## src/rtl/bmhq_pkg.sv

```systemverilog
// ----------------------------------------------------------------------------
// bmhq_pkg
// Shared constants, codes and controller/datapath types of the min-heap queue.
// ----------------------------------------------------------------------------
package bmhq_pkg;

  localparam int unsigned CAPACITY = 64;
  localparam int unsigned KEY_BITS = 32;
  localparam int unsigned TAG_BITS = 16;

  localparam logic FUNC_PUSH = 1'b0;
  localparam logic FUNC_POP  = 1'b1;

  typedef enum logic [1:0] {
    ST_OK    = 2'd0,
    ST_FULL  = 2'd1,
    ST_EMPTY = 2'd2
  } status_e;

  typedef enum logic [2:0] {
    S_IDLE,
    S_DECIDE,
    S_UP_RD,
    S_UP_CMP,
    S_POP_LD,
    S_DN_RD,
    S_DN_CMP,
    S_FIN
  } state_e;

  // controller -> datapath
  typedef struct packed {
    logic    load_in;
    logic    set_status;
    status_e status;
    logic    rd_root;
    logic    load_root;
    logic    rd_parent;
    logic    swap_up;
    logic    rd_kids;
    logic    swap_down;
    logic    place;
    logic    count_inc;
    logic    out_load;
  } cmd_t;

  // datapath -> controller
  typedef struct packed {
    logic is_pop;
    logic full;
    logic empty;
    logic at_root;
    logic up_swap;
    logic has_child;
    logic dn_swap;
    logic out_free;
  } stat_t;

endpackage

```

## src/rtl/bmhq_ctrl.sv

```systemverilog
// ----------------------------------------------------------------------------
// bmhq_ctrl
// Sequencer: accepts a request, walks the sift loop one level per read/compare
// pair, and hands the result to the output register.
// ----------------------------------------------------------------------------
module bmhq_ctrl (
  input  logic            clk_i,
  input  logic            rst_ni,
  input  logic            in_valid_i,
  output logic            in_ready_o,
  input  bmhq_pkg::stat_t stat_i,
  output bmhq_pkg::cmd_t  cmd_o
);

  bmhq_pkg::state_e state_q, state_d;

  always_ff @(posedge clk_i or negedge rst_ni) begin
    if (!rst_ni) begin
      state_q <= bmhq_pkg::S_IDLE;
    end else begin
      state_q <= state_d;
    end
  end

  always_comb begin
    state_d    = state_q;
    cmd_o      = '0;
    in_ready_o = 1'b0;
    unique case (state_q)
      bmhq_pkg::S_IDLE: begin
        in_ready_o = 1'b1;
        if (in_valid_i) begin
          cmd_o.load_in = 1'b1;
          state_d       = bmhq_pkg::S_DECIDE;
        end
      end
      bmhq_pkg::S_DECIDE: begin
        if (!stat_i.is_pop) begin
          if (stat_i.full) begin
            cmd_o.set_status = 1'b1;
            cmd_o.status     = bmhq_pkg::ST_FULL;
            state_d          = bmhq_pkg::S_FIN;
          end else begin
            state_d = bmhq_pkg::S_UP_RD;
          end
        end else if (stat_i.empty) begin
          cmd_o.set_status = 1'b1;
          cmd_o.status     = bmhq_pkg::ST_EMPTY;
          state_d          = bmhq_pkg::S_FIN;
        end else begin
          cmd_o.rd_root = 1'b1;
          state_d       = bmhq_pkg::S_POP_LD;
        end
      end
      bmhq_pkg::S_UP_RD: begin
        if (stat_i.at_root) begin
          cmd_o.place     = 1'b1;
          cmd_o.count_inc = 1'b1;
          state_d         = bmhq_pkg::S_FIN;
        end else begin
          cmd_o.rd_parent = 1'b1;
          state_d         = bmhq_pkg::S_UP_CMP;
        end
      end
      bmhq_pkg::S_UP_CMP: begin
        if (stat_i.up_swap) begin
          cmd_o.swap_up = 1'b1;
          state_d       = bmhq_pkg::S_UP_RD;
        end else begin
          cmd_o.place     = 1'b1;
          cmd_o.count_inc = 1'b1;
          state_d         = bmhq_pkg::S_FIN;
        end
      end
      bmhq_pkg::S_POP_LD: begin
        cmd_o.load_root = 1'b1;
        state_d         = bmhq_pkg::S_DN_RD;
      end
      bmhq_pkg::S_DN_RD: begin
        if (stat_i.has_child) begin
          cmd_o.rd_kids = 1'b1;
          state_d       = bmhq_pkg::S_DN_CMP;
        end else begin
          cmd_o.place = 1'b1;
          state_d     = bmhq_pkg::S_FIN;
        end
      end
      bmhq_pkg::S_DN_CMP: begin
        if (stat_i.dn_swap) begin
          cmd_o.swap_down = 1'b1;
          state_d         = bmhq_pkg::S_DN_RD;
        end else begin
          cmd_o.place = 1'b1;
          state_d     = bmhq_pkg::S_FIN;
        end
      end
      bmhq_pkg::S_FIN: begin
        // wait for the output register to free up
        if (stat_i.out_free) begin
          cmd_o.out_load = 1'b1;
          state_d        = bmhq_pkg::S_IDLE;
        end
      end
      default: begin
        state_d = bmhq_pkg::S_IDLE;
      end
    endcase
  end

endmodule

```

## config.mk

```make
export PLATFORM = sky130hd
export DESIGN_NAME = bmhq_ctrl
export DESIGN_NICKNAME = d
export VERILOG_FILES = /design/src/rtl/bmhq_pkg.sv /design/src/rtl/bmhq_ctrl.sv
export SDC_FILE = /design/constraint.sdc
export NUM_CORES = 1
export LEC_CHECK = 0
export ABC_CLOCK_PERIOD_IN_PS = 1700
export BUFFER_PORTS_ARGS = -buffer_cell sky130_fd_sc_hd__buf_2
export CORE_AREA = 2 2 39 41
export DETAILED_ROUTE_END_ITERATION = 16
export DIE_AREA = 0 0 41 43
export HOLD_SLACK_MARGIN = 0.15
export PLACE_DENSITY = 0.59
export SYNTH_ARGS = -nofsm -noshare
export SYNTH_HDL_FRONTEND = slang
export SYNTH_SLANG_ARGS = --single-unit
```

## constraint.sdc

```tcl
create_clock -name clk_i -period 1.7 [get_ports clk_i]
set_input_delay 0.34 -clock clk_i [delete_from_list [all_inputs] [get_ports clk_i]]
set_output_delay 0.34 -clock clk_i [all_outputs]
set_load 0.03 [all_outputs]
```

# ---- After elaboration in Yosys (flattened, before gate mapping)
# Cells that the tools add are included.
dict set report op_classes {
  mux 36
  n_reduce_logical 2
  eq_ne 9
}
# op count
set ops {}
lappend ops {{$mux W3} 9}
lappend ops {{$pmux W3 S8} 1}
lappend ops {{$mux W1} 19}
lappend ops {{$eq A3 B3 Y1 const B} 4}
lappend ops {{$mux W2} 4}
lappend ops {{$eq A3 B2 Y1 const B} 2}
lappend ops {{$mux W4} 1}
lappend ops {{$ne A2 B2 Y1 const B} 2}
lappend ops {{$pmux W1 S4} 1}
lappend ops {{$eq A3 B1 Y1 const B} 1}
lappend ops {{$logic_not A3 Y1} 1}
lappend ops {{$pmux W1 S2} 1}
lappend ops {{$reduce_and A2 Y1} 1}
dict set report word_totals {
  out_inout_bits 14
  register_bits 3
  word_cells 48
}

# ---- Depth between registers and ports, before layout
# Gate-level depths: netlist of the first run.
dict set report depth {
  ltp_word 3
  ltp_mapped 5
  mapped_depth_nobuf 4
}

# ---- Worst setup path before layout of the first run
# OpenSTA, ideal clock, no wires.
dict set report synth_timing {
  kind {register to output}
  start {register state_q[2]}
  end {output port cmd_o[12] in the netlist's numbering}
  path_slack_ns -0.376
  t_arrival_ns 1.736
  path_stages_with_launch 4
  path_buffers 1
  required_time_ns 1.360
  path_cell_list {dfrtp_1 buf_2 nor3_1 and2_1}
}
# element line_no
set synth_lines {}
lappend synth_lines {{from (decl)} bmhq_ctrl.sv:15} ;# bmhq_pkg::state_e state_q, state_d;
lappend synth_lines {{from (signal assigned)} bmhq_ctrl.sv:19} ;# state_q <= bmhq_pkg::S_IDLE;
lappend synth_lines {{from (signal assigned)} bmhq_ctrl.sv:21} ;# state_q <= state_d;
lappend synth_lines {{to (decl)} bmhq_ctrl.sv:12} ;# output bmhq_pkg::cmd_t cmd_o

==> results.md, run 1 <==
- Slew Limit Headroom: 0.8903
- Clock transition at path regs: 0.04 ns
- Clock Path Buffers: 2
- Overflow after GRT: 0
- Die W: 41 um
- Die area: 1763 um2
- Cell taking the most area after synthesis: dfrtp_1
- Worst setup margin: -0.01107 ns
- Effective utilization at floorplan: 0.2568
- Area grow syn2layout: 76.41%
- Routed wire length: 945 um
- CTS Sinks: 3
- Via Count: 461
- TritonRoute pass-1 iters: 2
- Root cell of the clock tree: clkbuf_4
- Post-Place Setup Slack: 0.1501 ns
- Number of antenna violations at the first check in global routing: 0
- Status: complete, but fails checks
- H-tree levels: 1
- Mapped Area: 355.3 um2
- RSZ-0062 raised after global routing: yes
- Avg Inst Size Synth: 6.967 um2
- Crit Path Class: flop to output port
- Met2 wire len: 510 um
- Setup TNS: -0.01107 ns
- Fin Clk Skew: 0.001480 ns
- Post-DRT Antenna Nets: 0
- Final Wtd Congestion: 0.8144
- Max_cap viols: 0
- Worst-Margin Slew: 0.1600 ns
- Ys flop type: dfrtp_1
- Critical Path RT: 1.36 ns
- Fill cell count: 145
- Post-route cell area: 626.9 um2
- Yosys cell types: 23
- Reg with most FFs: state_q
- Wire length per cell: 9.643 um
- Core area: 1384 um2
- Period minus WS final: 1.711 ns
- Count leader, synth: nand2_1
- Final Max Slew Viols: 0
- Fmax achieved: 584.4 MHz
- Register area share after synthesis: 0.2113
- Clk Latency, worst-skew pair: 0.23 ns
- Top Registers: state_q: 3 flops
- Max layer used: met3
- Max FFs per register: 3
- Placed cell area: 506.7 um2
- Worst path cell trace: or3_4 -> nor3b_2 -> buf_4
- Total GRT Usage: 0.1259
- Max IR drop VDD: 0.7758 mV
- Crit-path max FO: 4
- Hold Slack: 0.4305 ns
- EDFF count, synth: 0
- Layout Nets: 94
- Row count: 14
- Critical Path Start Type: flop
- Setup crit end kind: output port
- Min-delay worst type: primary input to async pin
- IO Pins: 25
- M1 WL: 384 um
- Fin cells: 98
- Port bufs: 24
- Max incr delay on CP: 0.43 ns
- Commonest cells in the netlist: nand2_1 (9), nor2_1 (7), a21oi_1 (4), nand2b_1 (4), dfrtp_1 (3)
- First-pass GRT wire length: 1.490 mm
- Synth Register Bits: 3
- Die Ht: 43 um
- Layout cell share with drive strength beyond 1: 0.5122
- Inst Count DP: 91
- # setup viols final: 1
- Largest net degree at the start of global routing: 13
- WL met3: 50 um
- Number of CTS-inserted buffers: 3
- Vias per std cell: 4.704
- TritonCTS clock tree: built
- Post-synth top area share: 0.2113
- Hpwl dp: 759.4 um
- Slowest cell on the critical path: or3_4
- Power Density: 1628 nW/um2
- Leakage power: 0.0003182 uW
- Gate Count Post-Synth: 51
- Ys async rst share: 1.000
- Synth Warn #: 0
- Mapped Nets: 62
- # DRC: 0
- Diode count: 0
- Final Hold Vio Count: 0
- Top post-synthesis cells by area: dfrtp_1 (21%), nand2_1 (9.5%), nor2_1 (7.4%)
- Failing checks: negative setup slack
- Period utilisation layout: 1.007
- Vias in the first global route: 384
- 1st-iter DRT viols: 1
- Worst EP arrival: 1.37 ns
-- metal layers --
layer	up-vias	global-route usage
met4	0	0.08000
li1	234	-
met2	9	0.1781
met1	218	0.1623
met5	-	0
met3	0	0.03141
-- metrics by stage --
step | total power, uW | util
CTS | 939.1 | 0.4114
finish | 1020 | 0.4530
detailed placement | 763.5 | 0.3662
global route | 1103 | 0.4530
floorplan | 612.7 | -
global placement | 765.7 | 0.3662
-- layout make-up --
class | count | area (um2) | area share
clock buffer | 4 | 26.28 | 0.04192
inverter | 2 | 7.507 | 0.01198
multi-input combinational | 43 | 286.5 | 0.4571
sequential | 3 | 75.07 | 0.1198
tap | 16 | 20.02 | 0.03194
timing repair buffer | 30 | 211.5 | 0.3373
-- cell usage in the layout, fill, tap and decap left out, drive strengths merged --
cell type | netlist | layout
dlygate4sd3 | 0 | 1
inv | 2 | 2
o21ai | 2 | 2
buf | 3 | 29
o21a | 1 | 1
mux2i | 2 | 2
nor2 | 7 | 7
and3 | 1 | 1
o22ai | 1 | 1
o31a | 1 | 1
and2b | 1 | 1
nand3 | 1 | 1
and2 | 2 | 2
o2bb2ai | 1 | 1
or2b | 1 | 1
dfrtp | 3 | 3
nand2 | 9 | 9
nand2b | 4 | 4
or3 | 1 | 1
nor3 | 2 | 2
clkbuf | 0 | 4
nor3b | 1 | 1
a21oi | 5 | 5
-- report_power, final --
part           switching, uW  leakage [uW]  internal, uW
sequential              24.3     0.0000327           108
clock                   34.7     0.0000150          87.8
combinational            439      0.000271           327
-- worst paths after layout --
kind	start	to	slack, ns	cells past startpoint
worst max-delay path	state_q[2]	cmd_o[8]	-0.01	3
worst min-delay path	rst_ni	state_q[0]	0.43	2
worst max register to register	state_q[2]	state_q[0]	0.43	4
worst min register to register	state_q[1]	state_q[2]	0.64	2
max in group asynchronous	rst_ni	state_q[1]	1.16	2
min in group clk_i	stat_i[1]	state_q[1]	0.43	4
-- cell families after synthesis --
family / after synthesis / synth area share
flops: 3 / 0.2113
compound gates: 11 / 0.2219
buf+inv: 5 / 0.08099
simple gates: 30 / 0.4296
mux: 2 / 0.05634
-- worst max-delay path, delay by kind of cell (launching register included) --
kind | cells | cell delay, ns
AND/OR/NAND/NOR | 2 | 0.59
buffers and inverters | 1 | 0.17
flip-flops | 1 | 0.38
-- timing repair --
action | in CTS | in global routing
gates cloned | 0 | 0
endpoints found under the setup margin | 6 | 11
pin swaps | 2 | 2
hold buffers | 1 | 0
setup buffers | 0 | 2
resized for setup | 9 | 16
hold endpoints to repair | 3 | 0
Power figures use the tool's default switching activity.
==> inputs of run 2 (changes only) <==
--- a/config.mk
+++ b/config.mk
@@ -10,6 +10,7 @@
 export CORE_AREA = 2 2 39 41
 export DETAILED_ROUTE_END_ITERATION = 16
 export DIE_AREA = 0 0 41 43
+export GPL_TIMING_DRIVEN = 0
 export HOLD_SLACK_MARGIN = 0.15
 export PLACE_DENSITY = 0.59
 export SYNTH_ARGS = -nofsm -noshare
==> run 2 against run 1 <==
  * Highest routed layer unchanged
  * Power fell by 3.9%
  * Sequential power rose by 5%
  * Combinational power is 6.4% lower
  * Cell count stayed put
  * Largest cell class unchanged
  * Flip-flop and latch count did not move
  * Count of clock-buffer cells in the layout unchanged
  * The run still ends with negative setup slack left
==> results.md, run 2 (same netlist as run 1, synthesis figures left out) <==
- # setup viols final: 2 (+1)
- Logic pwr share: 0.731 (-0.020)
- First-pass GRT wire length: 1.621 mm (+8.8%)
- Total GRT Usage: 0.1300 (+0.004159)
- Core area: 1384 um2 (unchanged)
- Fmax achieved: 574.2 MHz (-1.7%)
- Final Max Slew Viols: 0 (unchanged)
- Largest net degree at the start of global routing: 11 (-2)
- Critical Path RT: 1.36 ns (about the same)
- Post-DRT Antenna Nets: 0 (unchanged)
- # DRC: 0 (unchanged)
- 1st-iter DRT viols: 3 (+2)
- Final Hold Vio Count: 0 (unchanged)
- Port bufs: 24 (unchanged)
- Leakage power: 0.0003098 uW (-2.6%)
- Final Core Density: 0.4412 (-0.01175)
- Layout cell share with drive strength beyond 1: 0.5122 (unchanged)
- IO Pins: 25 (unchanged)
- Diode count: 0 (unchanged)
- Internal: 493.4 uW (-5.6%)
- Max IR drop VDD: 1.035 mV (+33%)
- Post-Place Setup Slack: 0.08160 ns (-0.06851 ns)
- H-tree levels: 1 (unchanged)
- Number of antenna violations at the first check in global routing: 0 (unchanged)
- Setup TNS: -0.05925 ns (-0.04817 ns)
- RSZ-0062 raised after global routing: yes
- Layout Nets: 94 (unchanged)
- Top Registers: state_q: 3 flops
- Via Count: 445 (-3.5%)
- Period utilisation layout: 1.024 (+0.01785)
- Hold Slack: 0.4265 ns (-0.003973 ns)
- Wire length per cell: 10.09 um (+4.7%)
- Worst-Margin Slew: 0.2013 ns (+0.04131 ns)
- Die W: 41 um (unchanged)
- Most frequent cells in the layout: buf_2 (15), buf_4 (11), nand2_1 (9)
- Register share of total power: 0.141 (+0.012)
- Switching power total: 487.6 uW (-2.1%)
- Period minus WS final: 1.741 ns (+0.03034 ns)
- Final Wtd Congestion: 0.8211 (+0.82%)
- Fill cell count: 157 (+8.3%)
- Sw Share: 0.4971 (+0.009101)
- Clk Latency, worst-skew pair: 0.23 ns (about the same)
- Max_cap viols: 0 (unchanged)
- Power Density: 1607 nW/um2 (-1.3%)
- Row count: 14 (unchanged)
- TritonRoute pass-1 iters: 4 (+2)
- Worst setup margin: -0.04141 ns (-0.03034 ns)
- Slew Limit Headroom: 0.8658 (-0.02449)
- Clock transition at path regs: 0.04 ns (about the same)
- Min-delay worst type: primary input to async pin
- Fin Clk Skew: 0.0003003 ns (-0.001179 ns)
- Vias per std cell: 4.541 (-3.5%)
- Effective utilization at floorplan: 0.2568 (unchanged)
- Root cell of the clock tree: clkbuf_4
- Clock Power Share: 0.128 (+0.008)
- Routed wire length: 989 um (+4.7%)
- TritonCTS clock tree: built
- Status: complete, but fails checks
- Hpwl dp: 766.6 um (+0.95%)
- Worst EP arrival: 1.40 ns (+0.03 ns)
- Area grow syn2layout: 71.83%
- Die area: 1763 um2 (unchanged)
- Clock Path Buffers: 2 (unchanged)
- Crit Path Class: flop to output port
- Max FFs per register: 3 (unchanged)
- Die Ht: 43 um (unchanged)
- Number of CTS-inserted buffers: 3 (unchanged)
- Worst Reg-to-Reg Cells: 6 (+2)
- CTS Sinks: 3 (unchanged)
- Setup crit end kind: output port
- Tot Pwr: 981.0 uW (-3.9%)
- Overflow after GRT: 0 (unchanged)
- Reg with most FFs: state_q
- Critical Path Start Type: flop
- Vias in the first global route: 431 (+12%)
- Commonest non-fill, non-tap cell in the layout: buf_2
- Crit-path max FO: 5 (+1)
- Failing checks: negative setup slack
run 2: routing by layer:
layer	share of wire	global-route usage
met1	0.43	0.1629
met2	0.53	0.2094
met3	0.036	0.01571
met4	0	0.06000
met5	0	0
run 2: metrics by stage:
stage	instance area [um2]	instances
2_1_floorplan	365.4	51
5_1_grt	610.6	98
3_3_place_gp	505.5	91
3_5_place_dp	505.5	91
4_1_cts	600.6	99
6_report	610.6	98
run 2: final timing paths:
path                                 start    endpoint  slack [ns]
max in group asynchronous           rst_ni  state_q[2]        1.16
min in group clk_i               stat_i[1]  state_q[1]        0.43
worst min register to register  state_q[1]  state_q[2]        0.54
worst max register to register  state_q[1]  state_q[0]        0.35
worst min-delay path                rst_ni  state_q[0]        0.43
worst max-delay path            state_q[1]    cmd_o[8]       -0.04
run 2: repair_timing:
| action | 4_1_cts | 5_1_grt |
|---|---|---|
| hold endpoints to repair | 3 | 0 |
| hold buffers | 1 | 0 |
| pin swaps | 5 | 2 |
| buffers inserted | 3 | 0 |
| resized for setup | 12 | 10 |
| endpoints found under the setup margin | 7 | 12 |
run 2: cell type report:
type | count | area, um2 | share of cell area
buffer | 2 | 12.51 | 0.02049
clock buffer | 4 | 26.28 | 0.04303
inverter | 2 | 7.507 | 0.01230
multi-input combinational | 43 | 280.3 | 0.4590
sequential | 3 | 75.07 | 0.1230
tap | 16 | 20.02 | 0.03279
timing repair buffer | 28 | 188.9 | 0.3094
run 2: critical path: stages (launching register included):
cell and delay (ns):
dfrtp_1 0.40, or3_4 0.42, nor3b_2 0.18, buf_4 0.17
run 2: power by group through the flow:
stage	sequential (uW)	clock (uW)	combinational, uW
after detailed placement	130	0	631
final	138	126	717
after CTS	128	133	716
after global placement	129	0	633
after global routing	145	139	790
after floorplan	125	0	488
==> inputs of run 3 (changes only) <==
--- a/config.mk
+++ b/config.mk
@@ -5,7 +5,7 @@
 export SDC_FILE = /design/constraint.sdc
 export NUM_CORES = 1
 export LEC_CHECK = 0
-export ABC_CLOCK_PERIOD_IN_PS = 1700
+export ABC_CLOCK_PERIOD_IN_PS = 2000
 export BUFFER_PORTS_ARGS = -buffer_cell sky130_fd_sc_hd__buf_2
 export CORE_AREA = 2 2 39 41
 export DETAILED_ROUTE_END_ITERATION = 16
==> constraint.sdc (replaced) <==
create_clock -name clk_i -period 2 [get_ports clk_i]
set_input_delay 0.4 -clock clk_i [delete_from_list [all_inputs] [get_ports clk_i]]
set_output_delay 0.4 -clock clk_i [all_outputs]
set_load 0.03 [all_outputs]
==> run 3 against run 2 <==
  * The run now ends clean
  * Wire length fell by 4.8%
  * Clock power fell by 15%
  * Cell count fell by 2.0%
  * Combinational power fell by 26%
==> results.md, run 3 (same netlist as run 1, synthesis figures left out) <==
- Crit Path Class: flop to output port
- First-pass GRT wire length: 1.524 mm (-6.0%)
- R2r setup slk: 0.75 ns (+0.40 ns)
- Wire length per cell: 9.813 um (-2.8%)
- Final Core Density: 0.3915 (-0.04973)
- Layout cell share with drive strength beyond 1: 0.4375 (-0.07470)
- Post-DRT Antenna Nets: 0 (unchanged)
- Effective utilization at floorplan: 0.2568 (unchanged)
- Port bufs: 24 (unchanged)
- Fin Clk Skew: 0.00002869 ns (-0.0002716 ns)
- Routed wire length: 942 um (-4.8%)
- Max_cap viols: 0 (unchanged)
- CTS Sinks: 3 (unchanged)
- Worst setup margin: 0.08410 ns (+0.1255 ns)
- Number of antenna violations at the first check in global routing: 0 (unchanged)
- Status: completed
- Die W: 41 um (unchanged)
- Worst Reg-to-Reg Cells: 4 (-2)
- Clock transition at path regs: 0.04 ns (about the same)
- Via Count: 445 (unchanged)
- Largest net degree at the start of global routing: 11 (unchanged)
- Min-delay worst type: primary input to async pin
- Diode count: 0 (unchanged)
- Period minus WS final: 1.916 ns
- Max FFs per register: 3 (unchanged)
- Setup TNS: 0 ns (+0.05925 ns)
- Reg with most FFs: state_q
- Clk Latency, worst-skew pair: 0.23 ns (about the same)
- Worst EP arrival: 1.52 ns (+0.12 ns)
- Worst-Margin Slew: 0.1936 ns (-0.007640 ns)
- Post-Place Setup Slack: 0.3216 ns (+0.2400 ns)
- Setup crit end kind: output port
- Critical Path Start Type: flop
- Core area: 1384 um2 (unchanged)
- Placed cell area: 505.5 um2 (unchanged)
- Reg2reg start: state_q[1]
- Postcts setup bufs: 0 (-3)
- IO Pins: 25 (unchanged)
- Die Ht: 43 um (unchanged)
- Register share of total power: 0.146 (+0.005)
- Vias per std cell: 4.635 (+2.1%)
- TritonCTS clock tree: built
- Internal: 361.3 uW (-27%)
- Met2 wire len: 480 um (-8.7%)
- RSZ-0062 raised after global routing: no
- H-tree levels: 1 (unchanged)
- Critical Path RT: 1.60 ns (+0.24 ns)
- Leakage power: 0.0002947 uW (-4.9%)
- Vias in the first global route: 402 (-6.7%)
- Crit-path max FO: 10 (+5)
- Number of CTS-inserted buffers: 3 (unchanged)
- Logic pwr share: 0.712 (-0.019)
- Power Density: 1381 nW/um2 (-14%)
- Die area: 1763 um2 (unchanged)
- Most frequent cells in the layout: buf_2 (26), nand2_1 (9), nor2_1 (7)
- WL met3: 59 um (+64%)
- Final Max Slew Viols: 0 (unchanged)
- Commonest non-fill, non-tap cell in the layout: buf_2
- Area of the multi-input gates: 261.5 um2 (-6.7%)
- Fin cells: 96 (-2.0%)
- Slew Limit Headroom: 0.8702 (+0.004391)
- M1 WL: 402 um (-5.4%)
- Period utilisation layout: 0.9580
- Register area: 75.07 um2 (unchanged)
- TritonRoute pass-1 iters: 4 (unchanged)
- Final Wtd Congestion: 0.8211 (unchanged)
- Post-route cell area: 541.8 um2 (-11%)
- Layout Nets: 92 (-2.1%)
- # DRC: 0 (unchanged)
- Max IR drop VDD: 0.7976 mV (-23%)
- Hpwl dp: 766.6 um (unchanged)
- Sw Share: 0.5170 (+0.01994)
- Switching power total: 386.7 uW (-21%)
- Reg2reg end: state_q[0]
- 1st-iter DRT viols: 1 (-2)
- Row count: 14 (unchanged)
- Area grow syn2layout: 52.46%
- Hold Buf Count CTS: 1 (unchanged)
- Fill cell count: 168 (+7.0%)
- Clock Path Buffers: 2 (unchanged)
- Fmax achieved: 521.9 MHz
- Final Hold Vio Count: 0 (unchanged)
- Total GRT Usage: 0.1229 (-0.007180)
- Root cell of the clock tree: clkbuf_4
- # setup viols final: 0 (-2)
- Overflow after GRT: 0 (unchanged)
- Clock Power Share: 0.142 (+0.014)
- CTS resizes: 0 (-12)
- Max layer used: met3
- Inst Count DP: 91 (unchanged)
- Top Registers: state_q: 3 flops
-- run 3: cell type report --
type                    count  area share
well taps                  16     0.03695
plain buffers               3     0.03926
clock buffers               4     0.04850
repair buffers             25      0.2402
multi-input cells          43      0.4827
inverters                   2     0.01386
flip-flops and latches      3      0.1386
-- run 3: power groups by stage --
stage          clock, uW  combinational [uW]  sequential (uW)
6_report             107                 532              109
5_1_grt              119                 592              113
4_1_cts              113                 539              109
3_5_place_dp           0                 536              110
3_3_place_gp           0                 538              109
2_1_floorplan          0                 414              106
-- run 3: worst max path at each step --
stage                    start        end  slack (ns)
floorplan           state_q[2]  cmd_o[12]        0.17
global placement    state_q[1]   cmd_o[8]        0.33
detailed placement  state_q[1]   cmd_o[8]        0.32
CTS                 state_q[1]   cmd_o[8]        0.06
global route        state_q[1]   cmd_o[8]        0.01
finish              state_q[1]   cmd_o[8]        0.08
-- run 3: critical path: stages, from the launching register on --
cell and delay, ns:
dfrtp_1 0.36, buf_6 0.14, or3_4 0.40, nor3b_2 0.17, buf_2 0.21
-- run 3: through the flow --
step                      power, uW  hold WS [ns]
after floorplan               520.8        0.1044
after global placement        647.8        0.1970
after detailed placement      646.6        0.1970
after CTS                     761.4        0.4751
after global routing          823.6        0.5014
final                         748.0        0.4878
-- run 3: metal layers --
metal | track usage | vias to the layer above
met4 | 0.06000 | 0
met5 | 0 | -
li1 | - | 229
met2 | 0.1938 | 18
met3 | 0.01571 | 0
met1 | 0.1558 | 198
